==> config.mk <==
export PLATFORM = sky130hd
export DESIGN_NAME = touch_gesture_classifier
export DESIGN_NICKNAME = d
export VERILOG_FILES = /design/src/rtl/core/tgc_pkg.sv /design/src/rtl/core/touch_gesture_classifier.sv
export SDC_FILE = /design/constraint.sdc
export NUM_CORES = 1
export LEC_CHECK = 0
export ABC_AREA = 1
export BUFFER_PORTS_ARGS = -buffer_cell sky130_fd_sc_hd__buf_4
export CAP_MARGIN = 20
export CORE_UTILIZATION = 55
export CTS_CLUSTER_SIZE = 28
export DETAILED_ROUTE_END_ITERATION = 10
export PLACE_DENSITY = 0.74
export SYNTH_ARGS = -nofsm -noshare
export SYNTH_HDL_FRONTEND = slang
export SYNTH_SLANG_ARGS = --single-unit
==> constraint.sdc <==
create_clock -name clock -period 7.1 [get_ports clock]
set_input_delay 0.355 -clock clock [delete_from_list [all_inputs] [get_ports clock]]
set_output_delay 0.355 -clock clock [all_outputs]
set_load 0.01 [all_outputs]
==> src/rtl/core/tgc_pkg.sv <==
`default_nettype none

package tgc_pkg;

   localparam int COORD_BITS = 12;
   localparam int TIME_BITS  = 32;

   localparam int CSR_DATA_BITS = 32;
   localparam int CSR_ADDR_BITS = 5;
   localparam int CSR_IDX_BITS  = 3;

   typedef logic [COORD_BITS-1:0] coord_type;
   typedef logic [TIME_BITS-1:0]  stamp_type;

   typedef enum logic [2:0] {
      GESTURE_NONE   = 3'd0,
      GESTURE_TAP    = 3'd1,
      GESTURE_DOUBLE = 3'd2,
      GESTURE_LEFT   = 3'd3,
      GESTURE_RIGHT  = 3'd4,
      GESTURE_UP     = 3'd5,
      GESTURE_DOWN   = 3'd6
   } gesture_kind_type;

   typedef enum logic [CSR_IDX_BITS-1:0] {
      CSR_MIN_SWIPE_DISTANCE = 3'd0,
      CSR_MAX_SWIPE_TIME     = 3'd1,
      CSR_TAP_SLOP           = 3'd2,
      CSR_MAX_TAP_TIME       = 3'd3,
      CSR_DOUBLE_TAP_WINDOW  = 3'd4
   } csr_index_type;

   localparam coord_type MIN_SWIPE_DISTANCE_RESET = COORD_BITS'(40);
   localparam stamp_type MAX_SWIPE_TIME_RESET     = TIME_BITS'(500);
   localparam coord_type TAP_SLOP_RESET           = COORD_BITS'(10);
   localparam stamp_type MAX_TAP_TIME_RESET       = TIME_BITS'(300);
   localparam stamp_type DOUBLE_TAP_WINDOW_RESET  = TIME_BITS'(350);

   typedef struct packed {
      logic      touch_pressed;
      coord_type pos_x;
      coord_type pos_y;
      stamp_type now_ms;
   } req_word_type;

   typedef struct packed {
      gesture_kind_type gesture_kind;
      coord_type        end_x;
      coord_type        end_y;
      coord_type        begin_x;
      coord_type        begin_y;
   } rsp_word_type;

endpackage

`default_nettype wire

==> src/rtl/core/touch_gesture_classifier.sv <==
`default_nettype none

// channel   | direction | handshake          | word
// ----------+-----------+--------------------+-------------------------------
// req       | in        | req_valid/req_ready | touch sample
// rsp       | out       | rsp_valid/rsp_ready | gesture result, one per sample
// csr       | in/out    | APB, pready high    | five tuning registers
//
// One sample per cycle unless the rsp side stalls. A sample is classified in
// the cycle it is accepted and its result lands in the output register; the
// press/tap tracking registers update at the same edge. req_ready is high
// whenever the output register is empty or being drained, so a stalled rsp
// side stops intake only while the output register is full. Synchronous reset
// clears tracking state, the output valid and the registers to their defaults.

module touch_gesture_classifier (
   input  wire                                  clock,
   input  wire                                  reset,

   input  wire                                  req_valid,
   output logic                                 req_ready,
   input  tgc_pkg::req_word_type                req_word,

   output logic                                 rsp_valid,
   input  wire                                  rsp_ready,
   output tgc_pkg::rsp_word_type                rsp_word,

   input  wire                                  csr_psel,
   input  wire                                  csr_penable,
   input  wire                                  csr_pwrite,
   input  wire  [tgc_pkg::CSR_ADDR_BITS-1:0]    csr_paddr,
   input  wire  [tgc_pkg::CSR_DATA_BITS-1:0]    csr_pwdata,
   output logic [tgc_pkg::CSR_DATA_BITS-1:0]    csr_prdata,
   output logic                                 csr_pready
);

   tgc_pkg::coord_type min_swipe_distance_ff;
   tgc_pkg::stamp_type max_swipe_time_ff;
   tgc_pkg::coord_type tap_slop_ff;
   tgc_pkg::stamp_type max_tap_time_ff;
   tgc_pkg::stamp_type double_tap_window_ff;

   logic               press_active_ff, press_active_in;
   tgc_pkg::coord_type start_x_ff, start_x_in;
   tgc_pkg::coord_type start_y_ff, start_y_in;
   tgc_pkg::stamp_type start_time_ff, start_time_in;
   tgc_pkg::coord_type latest_x_ff, latest_x_in;
   tgc_pkg::coord_type latest_y_ff, latest_y_in;
   logic               tap_pending_ff, tap_pending_in;
   tgc_pkg::stamp_type tap_time_ff, tap_time_in;

   logic                  rsp_valid_ff;
   tgc_pkg::rsp_word_type rsp_word_ff, rsp_word_in;

   logic                                  req_take;
   logic                                  csr_write;
   tgc_pkg::csr_index_type                csr_index;
   tgc_pkg::stamp_type                    dur, since_tap;
   tgc_pkg::coord_type                    ax, ay;
   logic                                  neg_x, neg_y, horiz;
   logic                                  swipe_time_ok, tap_ok, double_ok;

   assign req_ready  = !rsp_valid_ff || rsp_ready;
   assign req_take   = req_valid && req_ready;
   assign rsp_valid  = rsp_valid_ff;
   assign rsp_word   = rsp_word_ff;
   assign csr_pready = 1'b1;
   assign csr_write  = csr_psel && csr_penable && csr_pwrite;
   assign csr_index  = tgc_pkg::csr_index_type'(csr_paddr[tgc_pkg::CSR_ADDR_BITS-1:2]);

   always_ff @(posedge clock) begin
      if (reset) begin
         min_swipe_distance_ff <= tgc_pkg::MIN_SWIPE_DISTANCE_RESET;
         max_swipe_time_ff     <= tgc_pkg::MAX_SWIPE_TIME_RESET;
         tap_slop_ff           <= tgc_pkg::TAP_SLOP_RESET;
         max_tap_time_ff       <= tgc_pkg::MAX_TAP_TIME_RESET;
         double_tap_window_ff  <= tgc_pkg::DOUBLE_TAP_WINDOW_RESET;
      end else if (csr_write) begin
         unique case (csr_index)
            tgc_pkg::CSR_MIN_SWIPE_DISTANCE:
               min_swipe_distance_ff <= csr_pwdata[tgc_pkg::COORD_BITS-1:0];
            tgc_pkg::CSR_MAX_SWIPE_TIME:
               max_swipe_time_ff <= csr_pwdata[tgc_pkg::TIME_BITS-1:0];
            tgc_pkg::CSR_TAP_SLOP:
               tap_slop_ff <= csr_pwdata[tgc_pkg::COORD_BITS-1:0];
            tgc_pkg::CSR_MAX_TAP_TIME:
               max_tap_time_ff <= csr_pwdata[tgc_pkg::TIME_BITS-1:0];
            tgc_pkg::CSR_DOUBLE_TAP_WINDOW:
               double_tap_window_ff <= csr_pwdata[tgc_pkg::TIME_BITS-1:0];
            default: begin
            end
         endcase
      end
   end

   always_comb begin
      unique case (csr_index)
         tgc_pkg::CSR_MIN_SWIPE_DISTANCE:
            csr_prdata = tgc_pkg::CSR_DATA_BITS'(min_swipe_distance_ff);
         tgc_pkg::CSR_MAX_SWIPE_TIME:
            csr_prdata = tgc_pkg::CSR_DATA_BITS'(max_swipe_time_ff);
         tgc_pkg::CSR_TAP_SLOP:
            csr_prdata = tgc_pkg::CSR_DATA_BITS'(tap_slop_ff);
         tgc_pkg::CSR_MAX_TAP_TIME:
            csr_prdata = tgc_pkg::CSR_DATA_BITS'(max_tap_time_ff);
         tgc_pkg::CSR_DOUBLE_TAP_WINDOW:
            csr_prdata = tgc_pkg::CSR_DATA_BITS'(double_tap_window_ff);
         default:
            csr_prdata = '0;
      endcase
   end

   // displacement magnitudes and time deltas (modulo 2^TIME_BITS)
   always_comb begin
      neg_x = latest_x_ff < start_x_ff;
      neg_y = latest_y_ff < start_y_ff;
      ax    = neg_x ? (start_x_ff - latest_x_ff) : (latest_x_ff - start_x_ff);
      ay    = neg_y ? (start_y_ff - latest_y_ff) : (latest_y_ff - start_y_ff);
      horiz = ax >= ay;
      dur       = req_word.now_ms - start_time_ff;
      since_tap = req_word.now_ms - tap_time_ff;
      swipe_time_ok = dur <= max_swipe_time_ff;
      tap_ok    = (ax <= tap_slop_ff) && (ay <= tap_slop_ff) && (dur <= max_tap_time_ff);
      double_ok = tap_pending_ff && (since_tap <= double_tap_window_ff);
   end

   always_comb begin
      press_active_in = press_active_ff;
      start_x_in      = start_x_ff;
      start_y_in      = start_y_ff;
      start_time_in   = start_time_ff;
      latest_x_in     = latest_x_ff;
      latest_y_in     = latest_y_ff;
      tap_pending_in  = tap_pending_ff;
      tap_time_in     = tap_time_ff;
      rsp_word_in     = '0;
      rsp_word_in.gesture_kind = tgc_pkg::GESTURE_NONE;

      if (req_word.touch_pressed) begin
         if (!press_active_ff) begin
            press_active_in = 1'b1;
            start_x_in      = req_word.pos_x;
            start_y_in      = req_word.pos_y;
            start_time_in   = req_word.now_ms;
         end
         latest_x_in = req_word.pos_x;
         latest_y_in = req_word.pos_y;
      end else if (press_active_ff) begin
         press_active_in     = 1'b0;
         rsp_word_in.end_x   = latest_x_ff;
         rsp_word_in.end_y   = latest_y_ff;
         rsp_word_in.begin_x = start_x_ff;
         rsp_word_in.begin_y = start_y_ff;
         priority if (horiz && ax >= min_swipe_distance_ff && swipe_time_ok) begin
            tap_pending_in = 1'b0;
            rsp_word_in.gesture_kind = neg_x ? tgc_pkg::GESTURE_LEFT
                                             : tgc_pkg::GESTURE_RIGHT;
         end else if (!horiz && ay >= min_swipe_distance_ff && swipe_time_ok) begin
            tap_pending_in = 1'b0;
            rsp_word_in.gesture_kind = neg_y ? tgc_pkg::GESTURE_UP
                                             : tgc_pkg::GESTURE_DOWN;
         end else if (tap_ok && double_ok) begin
            tap_pending_in = 1'b0;
            rsp_word_in.gesture_kind = tgc_pkg::GESTURE_DOUBLE;
         end else if (tap_ok) begin
            tap_pending_in = 1'b1;
            tap_time_in    = req_word.now_ms;
            rsp_word_in.gesture_kind = tgc_pkg::GESTURE_TAP;
         end else begin
            tap_pending_in = 1'b0;
         end
      end
   end

   always_ff @(posedge clock) begin
      if (reset) begin
         press_active_ff <= 1'b0;
         start_x_ff      <= '0;
         start_y_ff      <= '0;
         start_time_ff   <= '0;
         latest_x_ff     <= '0;
         latest_y_ff     <= '0;
         tap_pending_ff  <= 1'b0;
         tap_time_ff     <= '0;
         rsp_valid_ff    <= 1'b0;
      end else begin
         if (req_take) begin
            press_active_ff <= press_active_in;
            start_x_ff      <= start_x_in;
            start_y_ff      <= start_y_in;
            start_time_ff   <= start_time_in;
            latest_x_ff     <= latest_x_in;
            latest_y_ff     <= latest_y_in;
            tap_pending_ff  <= tap_pending_in;
            tap_time_ff     <= tap_time_in;
            rsp_valid_ff    <= 1'b1;
         end else if (rsp_ready) begin
            rsp_valid_ff <= 1'b0;
         end
      end
   end

   always_ff @(posedge clock) begin
      if (req_take) begin
         rsp_word_ff <= rsp_word_in;
      end
   end

endmodule

`default_nettype wire

; ---- After elaboration in Yosys (flattened, before gate mapping)
; Index checks and enable logic that the tools add are counted.
[totals]
reg_bits = 286
latch_bits = 0
mem_bits_rw = 0
rom_bits = 0
output_inout_bits = 86
n_memories = 0
[op_classes]
add_sub_neg = 6
n_mul = 0
div = 0
order_cmp = 10
n_eq_ne = 4
shift = 0
muxes = 16
bitwise_logic = 5
n_reduce_logical = 26
[ops]
columns = operator, count
row1 = 32-bit case mux with 5 select lines, 1
row2 = 32-bit <= comparator, 3
row3 = 32-bit subtractor, 2
row4 = 12-bit subtractor, 4
row5 = 12-bit >= comparator, 3
row6 = 12-bit <= comparator, 2
row7 = 12-bit < comparator, 2
row8 = 12-bit two-way mux, 2
row9 = 2-bit AND reduction, 6
row10 = 1-bit logical AND, 11
row11 = 3-bit two-way mux, 3
row12 = 1-bit two-way mux, 8
row13 = 7-bit AND reduction, 1
row14 = "3-bit by 2-bit equality test with 1-bit output, second input constant", 2
row15 = 3-bit AND reduction, 2
row16 = 1-bit NOT, 5
row17 = 2-bit two-way mux, 2
row18 = "3-bit by 1-bit equality test with 1-bit output, second input constant", 1
row19 = "3-bit equality test, second input constant", 1
row20 = 3-bit zero test, 1
row21 = 1-bit zero test, 2
row22 = 2-bit nonzero test, 1
row23 = 2-bit OR reduction, 1
row24 = 1-bit logical OR, 1

; ---- Longest topological paths before layout
[logic_depth]
depth_word = 9
mapped_depth = 35
ltp_nobuf = 32

; ---- Worst setup path after synthesis
; No wires, ideal clock.
[synth_path]
path_kind = in2reg
startpoint = input req_word[0] (netlist bit)
endpoint = register tap_time_ff[12]
arrival_time_ns = 3.548
required_time_ns = 6.987
path_slack_ns = 3.439
stages = 29
n_path_buf = 2
cell_sequence = inv_1 > ha_1 > fa_1 > nand3b_1 > nand2_1 > nand2_1 > nand2_1 > o21ai_1 > o21ai_0 > nand2_1 > nand2_1 > a21o_1 > nand2_1 > nand3_1 > nand2_1 > ha_1 > nand2_1 > nor2_1 > nand2_1 > nor2_1 > nand2_1 > nand2_1 > a21oi_1 > nor2_2 > nand3_2 > buf_6 > buf_2 > nor2_1 > nor2_1
[synth_via]
elab_chain_len = 6
[synth_lines]
columns = element, line
row1 = start: declaration, touch_gesture_classifier.sv:22  ; input tgc_pkg::req_word_type req_word,
row2 = 32-bit subtractor (on tied branches), "touch_gesture_classifier.sv:120, touch_gesture_classifier.sv:121"
row3 = 32-bit <= comparator (on tied branches), "touch_gesture_classifier.sv:123, touch_gesture_classifier.sv:124"
row4 = 1-bit logical AND (on tied branches), "touch_gesture_classifier.sv:123, touch_gesture_classifier.sv:124"
row5 = 1-bit logical AND, touch_gesture_classifier.sv:162  ; end else if (tap_ok && double_ok) begin
row6 = 1-bit NOT (no line), n/a
row7 = 7-bit AND reduction (no line) (*), n/a
row8 = end signal: assignment, touch_gesture_classifier.sv:195  ; tap_time_ff <= tap_time_in;
row9 = end: declaration, touch_gesture_classifier.sv:50  ; tgc_pkg::stamp_type tap_time_ff, tap_time_in;
; Every way passes the cells marked *; elsewhere a longest branch is shown, timed or not.
; A chain may end at the register's enable or synchronous reset.

; ---- Worst setup path after layout
[layout_path]
startpoint = register latest_x_ff[0]
endpoint = register tap_time_ff[12]
[layout_via]
elab_chain_len = 8
[layout_lines]
columns = element, line
row1 = start: declaration, touch_gesture_classifier.sv:47  ; tgc_pkg::coord_type latest_x_ff, latest_x_in;
row2 = start signal: assignment, touch_gesture_classifier.sv:192  ; latest_x_ff <= latest_x_in;
row3 = 12-bit subtractor or 12-bit < comparator (tied branches), "touch_gesture_classifier.sv:117, touch_gesture_classifier.sv:115"
row4 = 12-bit two-way mux (*), touch_gesture_classifier.sv:117  ; ax = neg_x ? (start_x_ff - latest_x_ff) : (latest_x_ff - start_x_ff);
row5 = 12-bit <= comparator or 12-bit >= comparator (tied branches), "touch_gesture_classifier.sv:123, touch_gesture_classifier.sv:119"
row6 = 1-bit logical AND or 1-bit zero test (tied branches), "touch_gesture_classifier.sv:123, touch_gesture_classifier.sv:158"
row7 = 1-bit logical AND (on tied branches), "touch_gesture_classifier.sv:123, touch_gesture_classifier.sv:158"
row8 = 1-bit logical AND (on tied branches), "touch_gesture_classifier.sv:162, touch_gesture_classifier.sv:158"
row9 = 1-bit NOT (no line), n/a
row10 = 7-bit AND reduction (no line) (*), n/a
; Marks and branches as above.

==> metrics.cfg <==
[final_layout]
nets = 3235
syn2layout_area_growth_pct = 13.3
filler_cell_count = 3273
instances_no_fill = 3348
multi_input_area_sq_um = 11700
postLayoutCellArea_sq_um = 22500
drive_gt1_frac = 0.0918
final_cell_mix = 477 x nand2_1, 381 x inv_1, 375 x a21oi_1
regArea_sq_um = 6240
layout_commonest_cell = nand2_1

[floorplanning]
dieWidth_microns = 192
pin_count = 187
rows = 69
placeableCoreArea_sq_um = 35600
fp.dieArea_sq_um = 36900
fp.dieH_microns = 192
start_util = 0.559

[worst_setup_path]
max_stage_delay_ps = 480
path_depth = 28
crit_path_top_delay_cell = buf_4
start_kind = flip-flop
reg2reg_to = tap_time_ff[12]
reg2reg_setup_slack_ps = 1890
path_buf_inv = 4
cp.arrival_ps = 5640
cp.required_ps = 7520
startpoint = latest_x_ff[0]
cpMostUsedCell = nand2_1
cp-end-kind = flip-flop
crit_end = tap_time_ff[12]
reg2regPathDepth = 28
cp_top_family = simple AND/OR/NAND/NOR gates
crit_type = flip-flop to flip-flop
r2r-start = latest_x_ff[0]
worst-path-max-fanout = 65

[sta]
setup_viol = 0
slew-limit-headroom = 0.329
fmax_ghz = 0.192
period_share = 0.734
min_period_ps = 5210
tns_ps = 0
skew_ps = 19.4
maxSlewViolCount = 0
tightestPinTransition_ps = 1010
hold_violations = 0
rsz0062_at_grt = no

[cts]
h-tree-depth = 2
ctsResizeCount = 0
cts-buffers-inserted = 34
holdBufCountCts = 0
post-cts-setup-buffers = 0
cts_sinks = 286
root_buffer = clkbuf_16
cts_tree = done
clk_pin_slew_worst_paths_ps = 60
clk_path_buf_depth = 3
clk_latency_ps = 550

[logic_synthesis]
synth_area_sq_um = 19900
synth_fp_nets = 3103
synth.distinct_cells = 51
async_flop_share = 0
ys_seq_elements = 286
ys_seq_area_frac = 0.314
synth_edf_count = 51
synthFlopType = dfxtp_1
yosysWarnings = 0
avgSynthCellArea_sq_um = 7.28
syn_inst = 2732

[worst_hold_path]
hold_path_depth = 3
hp-class = input pin to flip-flop
min_from = req_word[0]

[place]
placedInstanceArea_sq_um = 21500
dp.cells = 3289
portBuffers = 183
hpwl_microns = 44000
gp_congestion = 1.00

[outcome]
status = complete, no violations

[global_routing]
grt_max_degree = 119
antenna_found_initial = 0
grtUsageTotal = 0.312
overflow = 0
grt_pass1_vias = 17640
grt_pass1_wl_microns = 90500

[run]
cap_violations = 0

[routing]
vias_per_cell = 5.60
wl_per_cell_microns = 17.2
drc = 0
firstDrtPassIters = 5
vias = 18735
dr.first_iter.drc_count = 1135
routed_wl_microns = 57700
ant_nets = 0

[power]
ir_worst_vdd_mv = 0.281
powerDensity_nw_per_um2 = 237
p_leak_nw = 10.2

-- per-layer routing --
metal  up-vias  global-route usage  part of all wire
li1       9381                   -                 -
met1      8597               0.367              0.41
met2       609               0.557              0.49
met3       148              0.0406             0.053
met4         0               0.152             0.049
met5         -                   0                 0
-- state kept, by name, summed over array words and instances, names as in the netlist --
| name | cells |
|---|---|
| press_active_ff | 1 |
| rsp_word | 51 |
| max_tap_time_ff | 32 |
| start_x_ff | 12 |
| min_swipe_distance_ff | 12 |
| tap_pending_ff | 1 |
| start_y_ff | 12 |
| start_time_ff | 32 |
| double_tap_window_ff | 32 |
| tap_time_ff | 32 |
| max_swipe_time_ff | 32 |
| latest_y_ff | 12 |
| rsp_valid | 1 |
| tap_slop_ff | 12 |
| latest_x_ff | 12 |
-- worst min-delay path, stage by stage --
cell	delay [ps]
buf_4	80
nor2_1	30
nor2_1	80
-- final cells by class --
cell class,count,area share
timing repair buffer,189,0.0630
multi-input combinational,1955,0.522
antenna,1,0.000111
tap,461,0.0256
inverter,398,0.0665
clock inverter,10,0.00333
sequential,286,0.277
clock buffer,48,0.0429
-- Yosys cell counts, drive strengths merged, types with 17 or more instances --
| cell | instances | area (sq um) |
|---|---|---|
| nand4 | 17 | 106 |
| nor3 | 23 | 136 |
| nor2 | 236 | 903 |
| inv | 396 | 1490 |
| xor2 | 65 | 569 |
| nand2 | 479 | 1800 |
| a21oi | 376 | 1890 |
| clkbuf | 76 | 287 |
| buf | 17 | 115 |
| nand3 | 40 | 205 |
| ha | 264 | 3300 |
| edfxtp | 51 | 1530 |
| o21ai | 294 | 1480 |
| xnor2 | 26 | 228 |
| dfxtp | 235 | 4700 |
| o211ai | 18 | 135 |
| a221oi | 20 | 175 |
| o221ai | 22 | 193 |
-- power breakdown --
part           internal (mW)  switching, mW
sequential              1.71         0.0251
combinational          0.692           1.23
clock                  0.982          0.702
total                   3.38           1.96
-- per-stage QoR --
| step | util | total power [mW] | setup slack (ps) | hold WS, ps |
|---|---|---|---|---|
| floorplan | - | 3.10 | 3440 | 433 |
| CTS | 0.633 | 5.35 | 1870 | 21.7 |
| detailed placement | 0.604 | 3.67 | 1880 | 451 |
| global placement | 0.604 | 3.60 | 2060 | 445 |
| global route | 0.633 | 5.70 | 1350 | 31.3 |
| finish | 0.633 | 5.34 | 1890 | 44.8 |
-- cells by family (layout without fill, tap and decap cells) --
group	after synthesis	in the layout	synth area share
AOI/OAI and AO/OA	787	787	0.215
buffers and inverters	491	645	0.0954
xor gates and xnor gates	91	91	0.0401
DFF	286	286	0.314
and+or+nand+nor	806	806	0.163
other	1	2	0.000189
adders and majority gates	270	270	0.172
-- worst min path at each step --
stage                              endpoint  slack (ps)
after floorplan           start_time_ff[10]         430
after CTS                    tap_time_ff[0]          20
after detailed placement  start_time_ff[15]         450
after global routing         tap_time_ff[0]          30
after global placement     start_time_ff[4]         440
final                        tap_time_ff[0]          40
Power figures use the tool's default switching activity.
